==> src/hw/rtl/bshs_pkg.sv <==
// bshs_pkg: shared types and constants of the backup stream header stripper
// used by bshs_csr, bshs_frame and backup_stream_header_stripper
// no dependencies
package bshs_pkg;

   // record framing
   localparam int unsigned HeaderBytes = 20;
   localparam int unsigned HdrLeftWidth = 5;
   localparam int unsigned BodyWidth = 64;
   localparam logic [31:0] PassStreamId = 32'd1;

   // configuration port: one 32-bit register, index taken from paddr[2]
   localparam int unsigned CsrAddrWidth = 3;
   localparam int unsigned CsrDataWidth = 32;
   localparam logic CsrIdxStripEnable = 1'b0;

   // one transaction handed to the framing logic
   typedef struct packed {
      logic       fire;
      logic       strip;
      logic [7:0] data;
   } bshs_step_type;

   // what the framing logic makes of it
   typedef struct packed {
      logic       emit;
      logic [7:0] data;
   } bshs_result_type;

endpackage

==> src/hw/rtl/backup_stream_header_stripper.sv <==
// Backup stream header stripper. Takes one byte per transaction on req_ and
// gives at most one byte per transaction on rsp_. With strip enable set, the
// 20-byte record headers are consumed and only body bytes of stream id 1 are
// passed; otherwise every byte passes. A byte goes through an input register
// and the framing logic into the output register, and a new byte is taken
// every cycle while the output side is not stalled.
// depends on bshs_pkg, bshs_csr, bshs_frame
module backup_stream_header_stripper
   import bshs_pkg::*;
(
   input  logic                    clock,
   input  logic                    reset,
   // input channel
   input  logic                    req_valid,
   output logic                    req_stall,
   input  logic [7:0]              req_data_byte,
   // result channel
   output logic                    rsp_valid,
   input  logic                    rsp_stall,
   output logic [7:0]              rsp_out_byte,
   // configuration port
   input  logic                    psel,
   input  logic                    penable,
   input  logic                    pwrite,
   input  logic [CsrAddrWidth-1:0] paddr,
   input  logic [CsrDataWidth-1:0] pwdata,
   output logic [CsrDataWidth-1:0] prdata,
   output logic                    pready
);

   logic            strip_enable;
   logic            in_vld_ff;
   logic            in_vld_in;
   logic [7:0]      in_byte_ff;
   logic            out_vld_ff;
   logic            out_vld_in;
   logic [7:0]      out_byte_ff;
   logic            advance;
   logic            in_load;
   bshs_step_type   step;
   bshs_result_type res;

   bshs_csr u_csr (
      .clock        (clock),
      .reset        (reset),
      .psel         (psel),
      .penable      (penable),
      .pwrite       (pwrite),
      .paddr        (paddr),
      .pwdata       (pwdata),
      .prdata       (prdata),
      .pready       (pready),
      .strip_enable (strip_enable)
   );

   // handshake: the input register moves on whenever the output slot frees
   assign advance   = !out_vld_ff || !rsp_stall;
   assign req_stall = in_vld_ff && !advance;
   assign in_load   = req_valid && !req_stall;
   assign in_vld_in = req_stall ? 1'b1 : req_valid;

   always_ff @(posedge clock) begin
      if (reset) begin
         in_vld_ff <= 1'b0;
      end else begin
         in_vld_ff <= in_vld_in;
      end
   end

   always_ff @(posedge clock) begin
      if (in_load) begin
         in_byte_ff <= req_data_byte;
      end
   end

   // framing step on the registered byte
   assign step.fire  = in_vld_ff && advance;
   assign step.strip = strip_enable;
   assign step.data  = in_byte_ff;

   bshs_frame u_frame (
      .clock (clock),
      .reset (reset),
      .step  (step),
      .res   (res)
   );

   // output register
   assign out_vld_in = advance ? res.emit : out_vld_ff;

   always_ff @(posedge clock) begin
      if (reset) begin
         out_vld_ff <= 1'b0;
      end else begin
         out_vld_ff <= out_vld_in;
      end
   end

   always_ff @(posedge clock) begin
      if (res.emit) begin
         out_byte_ff <= res.data;
      end
   end

   assign rsp_valid    = out_vld_ff;
   assign rsp_out_byte = out_byte_ff;

   // input side only waits behind a held byte
   a_stall_needs_item: assert property (@(posedge clock) disable iff (reset)
      req_stall |-> in_vld_ff)
      else $error("input stalled with empty input register");

   // pass-through always produces a result
   a_bypass_emits: assert property (@(posedge clock) disable iff (reset)
      step.fire && !strip_enable |=> out_vld_ff && out_byte_ff == $past(in_byte_ff))
      else $error("pass-through byte lost");

endmodule

==> src/hw/rtl/bshs_csr.sv <==
// bshs_csr: apb-style configuration register (strip enable)
// depends on bshs_pkg
module bshs_csr
   import bshs_pkg::*;
(
   input  logic                    clock,
   input  logic                    reset,
   input  logic                    psel,
   input  logic                    penable,
   input  logic                    pwrite,
   input  logic [CsrAddrWidth-1:0] paddr,
   input  logic [CsrDataWidth-1:0] pwdata,
   output logic [CsrDataWidth-1:0] prdata,
   output logic                    pready,
   output logic                    strip_enable
);

   logic strip_enable_ff;
   logic strip_enable_in;
   logic wr_access;
   logic reg_index;

   assign pready    = 1'b1;
   assign wr_access = psel && penable && pwrite;
   assign reg_index = paddr[2];

   // register write decode
   always_comb begin
      strip_enable_in = strip_enable_ff;
      if (wr_access) begin
         unique case (reg_index)
            CsrIdxStripEnable: strip_enable_in = pwdata[0];
            default:           strip_enable_in = strip_enable_ff;
         endcase
      end
   end

   always_ff @(posedge clock) begin
      if (reset) begin
         strip_enable_ff <= 1'b0;
      end else begin
         strip_enable_ff <= strip_enable_in;
      end
   end

   // read back
   always_comb begin
      prdata = '0;
      unique case (reg_index)
         CsrIdxStripEnable: prdata = {{(CsrDataWidth-1){1'b0}}, strip_enable_ff};
         default:           prdata = '0;
      endcase
   end

   assign strip_enable = strip_enable_ff;

endmodule

==> src/hw/rtl/bshs_frame.sv <==
// bshs_frame: record framing state, header capture and body pass/drop decision
// depends on bshs_pkg
module bshs_frame
   import bshs_pkg::*;
(
   input  logic            clock,
   input  logic            reset,
   input  bshs_step_type   step,
   output bshs_result_type res
);

   localparam logic [HdrLeftWidth-1:0] HdrFull = HdrLeftWidth'(HeaderBytes);

   // header bytes 0 .. HeaderBytes-2 in arrival order; the last one is the live byte
   logic [7:0]              hdr_ff [HeaderBytes-1];
   logic [7:0]              hdr_in [HeaderBytes-1];
   logic [HdrLeftWidth-1:0] hdr_left_ff;
   logic [HdrLeftWidth-1:0] hdr_left_in;
   logic [BodyWidth-1:0]    body_left_ff;
   logic [BodyWidth-1:0]    body_left_in;
   logic                    body_pass_ff;
   logic                    body_pass_in;

   logic [HdrLeftWidth-1:0] hdr_left_eff;
   logic [HdrLeftWidth-1:0] hdr_left_dec;
   logic [BodyWidth-1:0]    body_left_dec;
   logic                    in_header;
   logic [7:0]              hdr_full [HeaderBytes];
   logic [31:0]             stream_id;
   logic [63:0]             data_size;
   logic [31:0]             name_size;
   logic [BodyWidth:0]      body_sum;
   logic [BodyWidth-1:0]    body_sat;

   // nothing outstanding restarts header collection
   assign hdr_left_eff  = (hdr_left_ff == '0 && body_left_ff == '0) ? HdrFull : hdr_left_ff;
   assign in_header     = (hdr_left_eff != '0);
   assign hdr_left_dec  = hdr_left_eff - HdrLeftWidth'(1);
   assign body_left_dec = body_left_ff - BodyWidth'(1);

   // full header view with the live byte as the last one
   always_comb begin
      for (int i = 0; i < HeaderBytes - 1; i++) begin
         hdr_full[i] = hdr_ff[i];
      end
      hdr_full[HeaderBytes-1] = step.data;
   end

   // little-endian header fields
   assign stream_id = {hdr_full[3], hdr_full[2], hdr_full[1], hdr_full[0]};
   assign data_size = {hdr_full[15], hdr_full[14], hdr_full[13], hdr_full[12],
                       hdr_full[11], hdr_full[10], hdr_full[9], hdr_full[8]};
   assign name_size = {hdr_full[19], hdr_full[18], hdr_full[17], hdr_full[16]};

   // body length with saturation
   assign body_sum = {1'b0, data_size} + {33'b0, name_size};
   assign body_sat = body_sum[BodyWidth] ? '1 : body_sum[BodyWidth-1:0];

   // next state
   always_comb begin
      hdr_in       = hdr_ff;
      hdr_left_in  = hdr_left_ff;
      body_left_in = body_left_ff;
      body_pass_in = body_pass_ff;
      if (step.fire && step.strip) begin
         if (in_header) begin
            for (int i = 0; i < HeaderBytes - 2; i++) begin
               hdr_in[i] = hdr_ff[i+1];
            end
            hdr_in[HeaderBytes-2] = step.data;
            hdr_left_in = hdr_left_dec;
            if (hdr_left_dec == '0) begin
               body_left_in = body_sat;
               body_pass_in = (stream_id == PassStreamId);
               hdr_left_in  = (body_sat == '0) ? HdrFull : '0;
            end
         end else begin
            body_left_in = body_left_dec;
            if (body_left_dec == '0) begin
               hdr_left_in = HdrFull;
            end
         end
      end
   end

   // header bytes carry no reset
   always_ff @(posedge clock) begin
      hdr_ff <= hdr_in;
   end

   always_ff @(posedge clock) begin
      if (reset) begin
         hdr_left_ff  <= HdrFull;
         body_left_ff <= '0;
         body_pass_ff <= 1'b0;
      end else begin
         hdr_left_ff  <= hdr_left_in;
         body_left_ff <= body_left_in;
         body_pass_ff <= body_pass_in;
      end
   end

   // result of this transaction
   assign res.emit = step.fire && (!step.strip || (!in_header && body_pass_ff));
   assign res.data = step.data;

   // header count stays within a record header
   a_hdr_left_range: assert property (@(posedge clock) disable iff (reset)
      hdr_left_ff <= HdrFull)
      else $error("header count out of range");

   // body and header are never outstanding at once
   a_body_excl_hdr: assert property (@(posedge clock) disable iff (reset)
      body_left_ff != '0 |-> hdr_left_ff == '0)
      else $error("body outstanding during header collection");

   // pass-through leaves framing untouched
   a_bypass_hold: assert property (@(posedge clock) disable iff (reset)
      step.fire && !step.strip |=> $stable(hdr_left_ff) && $stable(body_left_ff))
      else $error("framing changed while stripping off");

endmodule

==> config.mk <==
export PLATFORM = sky130hd
export DESIGN_NAME = backup_stream_header_stripper
export DESIGN_NICKNAME = d
export VERILOG_FILES = /design/src/hw/rtl/bshs_pkg.sv /design/src/hw/rtl/backup_stream_header_stripper.sv /design/src/hw/rtl/bshs_csr.sv /design/src/hw/rtl/bshs_frame.sv
export SDC_FILE = /design/constraint.sdc
export NUM_CORES = 1
export LEC_CHECK = 0
export ABC_AREA = 1
export BUFFER_PORTS_ARGS = -buffer_cell sky130_fd_sc_hd__buf_4
export CORE_MARGIN = 2
export CORE_UTILIZATION = 52
export DETAILED_ROUTE_END_ITERATION = 16
export GPL_TIMING_DRIVEN = 0
export PLACE_DENSITY = 0.8
export SYNTH_ARGS = -nofsm -noshare
export SYNTH_HDL_FRONTEND = slang
export SYNTH_SLANG_ARGS = --single-unit
==> constraint.sdc <==
create_clock -name clock -period 17.3 [get_ports clock]
set_input_delay 5.19 -clock clock [delete_from_list [all_inputs] [get_ports clock]]
set_output_delay 5.19 -clock clock [all_outputs]
set_load 0.02 [all_outputs]
### After elaboration in Yosys (flattened, before gate mapping)

Index checks and enable logic that the tools add are counted.

* logic and storage cells: 72
* bits in registers: 241
* output and inout bits: 43

* mux-type cells: 10
* equal/unequal tests: 2
* add/sub/neg operators: 3
* reduce and logical (&&, ||, !) cells: 29
* bitwise operators: 1

Operators with widths (number)
* $logic_not A64 Y1: 3
* $mux W64: 3
* $add A64 B32 Y65: 1
* $sub A64 B1 Y64 const B: 1
* $eq A32 B1 Y1 const B: 1
* $mux W5: 5
* $logic_not A5 Y1: 2
* $logic_and A1 B1 Y1: 9
* $reduce_and A2 Y1: 4
* $logic_not A1 Y1: 6
* $reduce_bool A5 Y1: 1
* $sub A5 B1 Y5 const B: 1
* $reduce_and A3 Y1: 1
* $logic_or A1 B1 Y1: 2
* $mux W1: 2
* $ne A2 B2 Y1 const B: 1
* $reduce_bool A2 Y1: 1
* $not A1 Y1: 1

### Logic depth before layout (Yosys ltp)

* depth in word-level cells: 8
* gate-level depth with buffers: 24
* gate-level depth less buffers: 24

### Cells and area by module

From an unflattened synthesis, not the netlist that was laid out.

* cells, all modules: 2206
* area, all modules: 15836.4 µm²

By module, submodules not included
* bshs_frame: cells each 2129, times used 1, area an instance 14936.8 µm²
* backup_stream_header_stripper: cells each 30, times used 1, area an instance 581.8 µm²
* bshs_csr: cells each 47, times used 1, area an instance 317.8 µm²

### Least setup slack after synthesis

OpenSTA, ideal clock, no wires.

* path type: input -> register
* from: in rsp_stall
* to: reg u_frame.hdr_left_ff[1]
* cell stages on the path: 8
* data arrival time: 13.224 ns
* setup slack: 4.005 ns
* path through: nand2_1 -> inv_1 -> nor3_1 -> inv_1 -> nor2_1 -> inv_2 -> or2_0 -> a21oi_1

* longest elaborated chain between the ends: 5

RTL lines
* from (decl): line backup_stream_header_stripper.sv:19 `input logic rsp_stall,`
* $logic_not A1 Y1: line backup_stream_header_stripper.sv:57 `assign advance = !out_vld_ff || !rsp_stall;`
* $logic_or A1 B1 Y1: line backup_stream_header_stripper.sv:57
* $logic_and A1 B1 Y1: line backup_stream_header_stripper.sv:77 `assign step.fire = in_vld_ff && advance;`
* $logic_and A1 B1 Y1: line bshs_frame.sv:65 `if (step.fire && step.strip) begin`
* $reduce_and A2 Y1 (no line)
* to (signal assigned): line bshs_frame.sv:93 `hdr_left_ff <= HdrFull;`
* to (signal assigned): line bshs_frame.sv:97 `hdr_left_ff <= hdr_left_in;`
* to (decl): line bshs_frame.sv:17 `logic [HdrLeftWidth-1:0] hdr_left_ff;`

Every way passes these cells.
A chain may end at the register's enable or synchronous reset.

### Final worst setup path

* from: in rsp_stall
* to: out req_stall

* longest elaborated chain between the ends: 4

RTL lines
* $logic_not A1 Y1: line backup_stream_header_stripper.sv:57
* $logic_or A1 B1 Y1: line backup_stream_header_stripper.sv:57
* $logic_not A1 Y1: line backup_stream_header_stripper.sv:58 `assign req_stall = in_vld_ff && !advance;`
* $logic_and A1 B1 Y1: line backup_stream_header_stripper.sv:58
* to (decl): line backup_stream_header_stripper.sv:15 `output logic req_stall,`

Every way passes these cells.

==> impl_metrics.env <==
export IMPL_min_path_type="flip-flop to flip-flop"
export IMPL_async_flop_share=0
export IMPL_ir_drop_mv=0.103
export IMPL_fill_cells=2763
export IMPL_timing_fmax_mhz=92.3
export IMPL_postLayoutCellArea_um2=17400
export IMPL_synth_flop_cell="edfxtp_1"
export IMPL_path_buf_inv=2
export IMPL_synthTopCellsByArea="edfxtp_1 (32%), nand2_1 (16%), dfxtp_1 (9.4%), nor2_1 (7.8%), inv_1 (6.8%)"
export IMPL_crit_slowest_cell="buf_4"
export IMPL_die_w_um=177
export IMPL_grt_pass1_wl_mm=79.9
export IMPL_fin_cells=2664
export IMPL_r2r_cells=16
export IMPL_synth_edf_count=168
export IMPL_final_nets=2342
export IMPL_diodes=0
export IMPL_syn_cell_area_um2=15600
export IMPL_antenna_found_initial=0
export IMPL_drcViolationCount=0
export IMPL_ant_nets=0
export IMPL_fin_skew_ps=17.6
export IMPL_holdBufCountCts=0
export IMPL_cts_tree="done"
export IMPL_r2r_end="rsp_out_byte[7]"
export IMPL_status="complete, no violations"
export IMPL_grt_pass1_vias=14000
export IMPL_synth_seq_cells=241
export IMPL_maxSlewViolCount=0
export IMPL_yosys_warnings=0
export IMPL_dp_hpwl_mm=43.0
export IMPL_syn2layout_area_growth_pct=11.8
export IMPL_ys_seq_area_frac=0.417
export IMPL_powerDensity_nw_per_um2=73.4
export IMPL_fin_util=0.590
export IMPL_cp_start_kind="input pin"
export IMPL_cp_arrival_ps=5650
export IMPL_wl_mm=52.8
export IMPL_synth_avg_cell_area_um2=7.21
export IMPL_p_leak_nw=8.36
export IMPL_cts_setup_buffers=0
export IMPL_place_congestion=0.993
export IMPL_yosysTopAreaCellShare=0.324
export IMPL_synth_simple_area_share=0.331
export IMPL_drive_above_1_share=0.0809
export IMPL_coreArea_um2=29600
export IMPL_grt_total_usage=0.340
export IMPL_start_util=0.527
export IMPL_synthMuxAreaShare=0
export IMPL_synth_most_common_cell="nand2_1"
export IMPL_fp_dieH_um=177
export IMPL_max_stage_delay_ps=160
export IMPL_path_cells="buf_4 -> nand2_1 -> nor2_1 -> buf_4"
export IMPL_synth_cells=2163
export IMPL_setup_viol=0
export IMPL_holdPathStages=0
export IMPL_fin_total_pwr_mw=1.28
export IMPL_clk_pin_slew_ps=60
export IMPL_reg2reg_from="u_frame.body_left_ff[0]"
export IMPL_rows=63
export IMPL_timing_hold_ws_ps=417
export IMPL_synth_cell_types=53
export IMPL_whs_endpoint="u_frame.hdr_ff[98]"
export IMPL_grt_start_max_net_pins=36
export IMPL_fin_crit_sh=0.626
export IMPL_crit_fanout=4
export IMPL_final_hold_viol_count=0
export IMPL_synth_top_cell_by_area="edfxtp_1"
export IMPL_io_pins=93
export IMPL_ctsResizeCount=0
export IMPL_cp_top_family="buffers and inverters"
export IMPL_final_setup_worst_slack_ps=6460
export IMPL_synth_xor_area_frac=0.0326
export IMPL_max_slew_margin_rel=0.149
export IMPL_cp_end_kind="output pin"
export IMPL_via_count=14600
export IMPL_routedWlPerCell_um=19.8
export IMPL_placedCellCount=2615
export IMPL_synth_top_family_by_area="simple AND/OR/NAND/NOR gates"
export IMPL_tightest_slew_ps=1270
export IMPL_drtIter0Drc=1399
export IMPL_cpMostUsedCell="buf_4"
export IMPL_r2r_slack_ps=13190
export IMPL_synth_compound_area_frac=0.0891
export IMPL_cts_sinks=241
export IMPL_rsz0062_at_grt="no"
export IMPL_dr_pass1_iters=6
export IMPL_synthAdderAreaFrac=0.0310
export IMPL_dp_slack_ps=6470
export IMPL_clock_root_buffer="clkbuf_16"
export IMPL_cp_required_ps=12110
export IMPL_finalSetupTns_ps=0
export IMPL_cts_buffer_depth=3
export IMPL_hp_start="u_frame.hdr_ff[90]"
export IMPL_die_area_um2=31400
export IMPL_portBuffers=27
export IMPL_fin_crit_ps=10840
export IMPL_viasPerCell=5.49
export IMPL_insertion_delay_ps=570
export IMPL_placed_area_um2=16500
export IMPL_numCtsBuffers=27
export IMPL_synth_common_cells="nand2_1 (658), nor2_1 (323), inv_1 (283)"
export IMPL_maxCapViolCount=0
export IMPL_h_tree_depth=1
export IMPL_crit_type="input pin to output pin"
export IMPL_grt_ovfl_total=0
## where the power goes
part | internal [mW] | leakage [nW] | switching (mW)
logic | 0.0205 | 5.81 | 0.0420
clock network | 0.348 | 0.443 | 0.247
registers | 0.617 | 2.11 | 0.00418
## worst max path at each step
stage / startpoint / to / slack, ps / cells after the start
CTS: rsp_stall / req_stall / 6470 / 4
global route: rsp_stall / req_stall / 6420 / 4
finish: rsp_stall / req_stall / 6460 / 4
detailed placement: rsp_stall / req_stall / 6470 / 4
global placement: rsp_stall / u_frame.hdr_left_ff[1] / 1100 / 9
floorplan: rsp_stall / u_frame.hdr_left_ff[1] / 4010 / 8
## state kept, by name, indices dropped and copies added, names as in the netlist
name                  count
u_frame.hdr_ff           88
u_frame.body_left_ff     64
u_frame.data_size        64
in_byte_ff                8
rsp_out_byte              8
u_frame.hdr_left_ff       5
in_vld_ff                 1
rsp_valid                 1
u_csr.strip_enable        1
u_frame.body_pass_ff      1
## cells by family (layout without fill, tap and decap cells)
logic type	Yosys count	in the layout
fa+ha+maj	38	38
xor+xnor	58	58
flops	241	241
other cells	2	32
compound gates	229	229
simple gates	1235	1235
buf+inv	360	441
## routing by layer
metal / share of wire / track usage
met5: 0 / 0
met4: 0.052 / 0.166
met3: 0.067 / 0.0384
met2: 0.46 / 0.564
met1: 0.42 / 0.442
## cell type report
class | count | area [µm²] | area share
Buffer | 66 | 433 | 0.0248
Clock inverter | 19 | 225 | 0.0129
Multi-Input combinational cell | 1592 | 7670 | 0.440
Inverter | 294 | 1100 | 0.0633
Clock buffer | 30 | 687 | 0.0394
Tap cell | 390 | 488 | 0.0280
Sequential cell | 241 | 6510 | 0.373
Timing Repair Buffer | 32 | 318 | 0.0182
## cell usage in the layout, fill, tap and decap left out, types with 37 or more instances in the layout
cell type and count:
nor2_1 322, buf_4 61, xor2_1 40, dfxtp_1 73, edfxtp_1 168, inv_1 283, o21ai_0 66, a21oi_1 91
nand3_1 123, nand2_1 658, ha_1 37
Note: power is estimated with default switching activity, not from simulation.
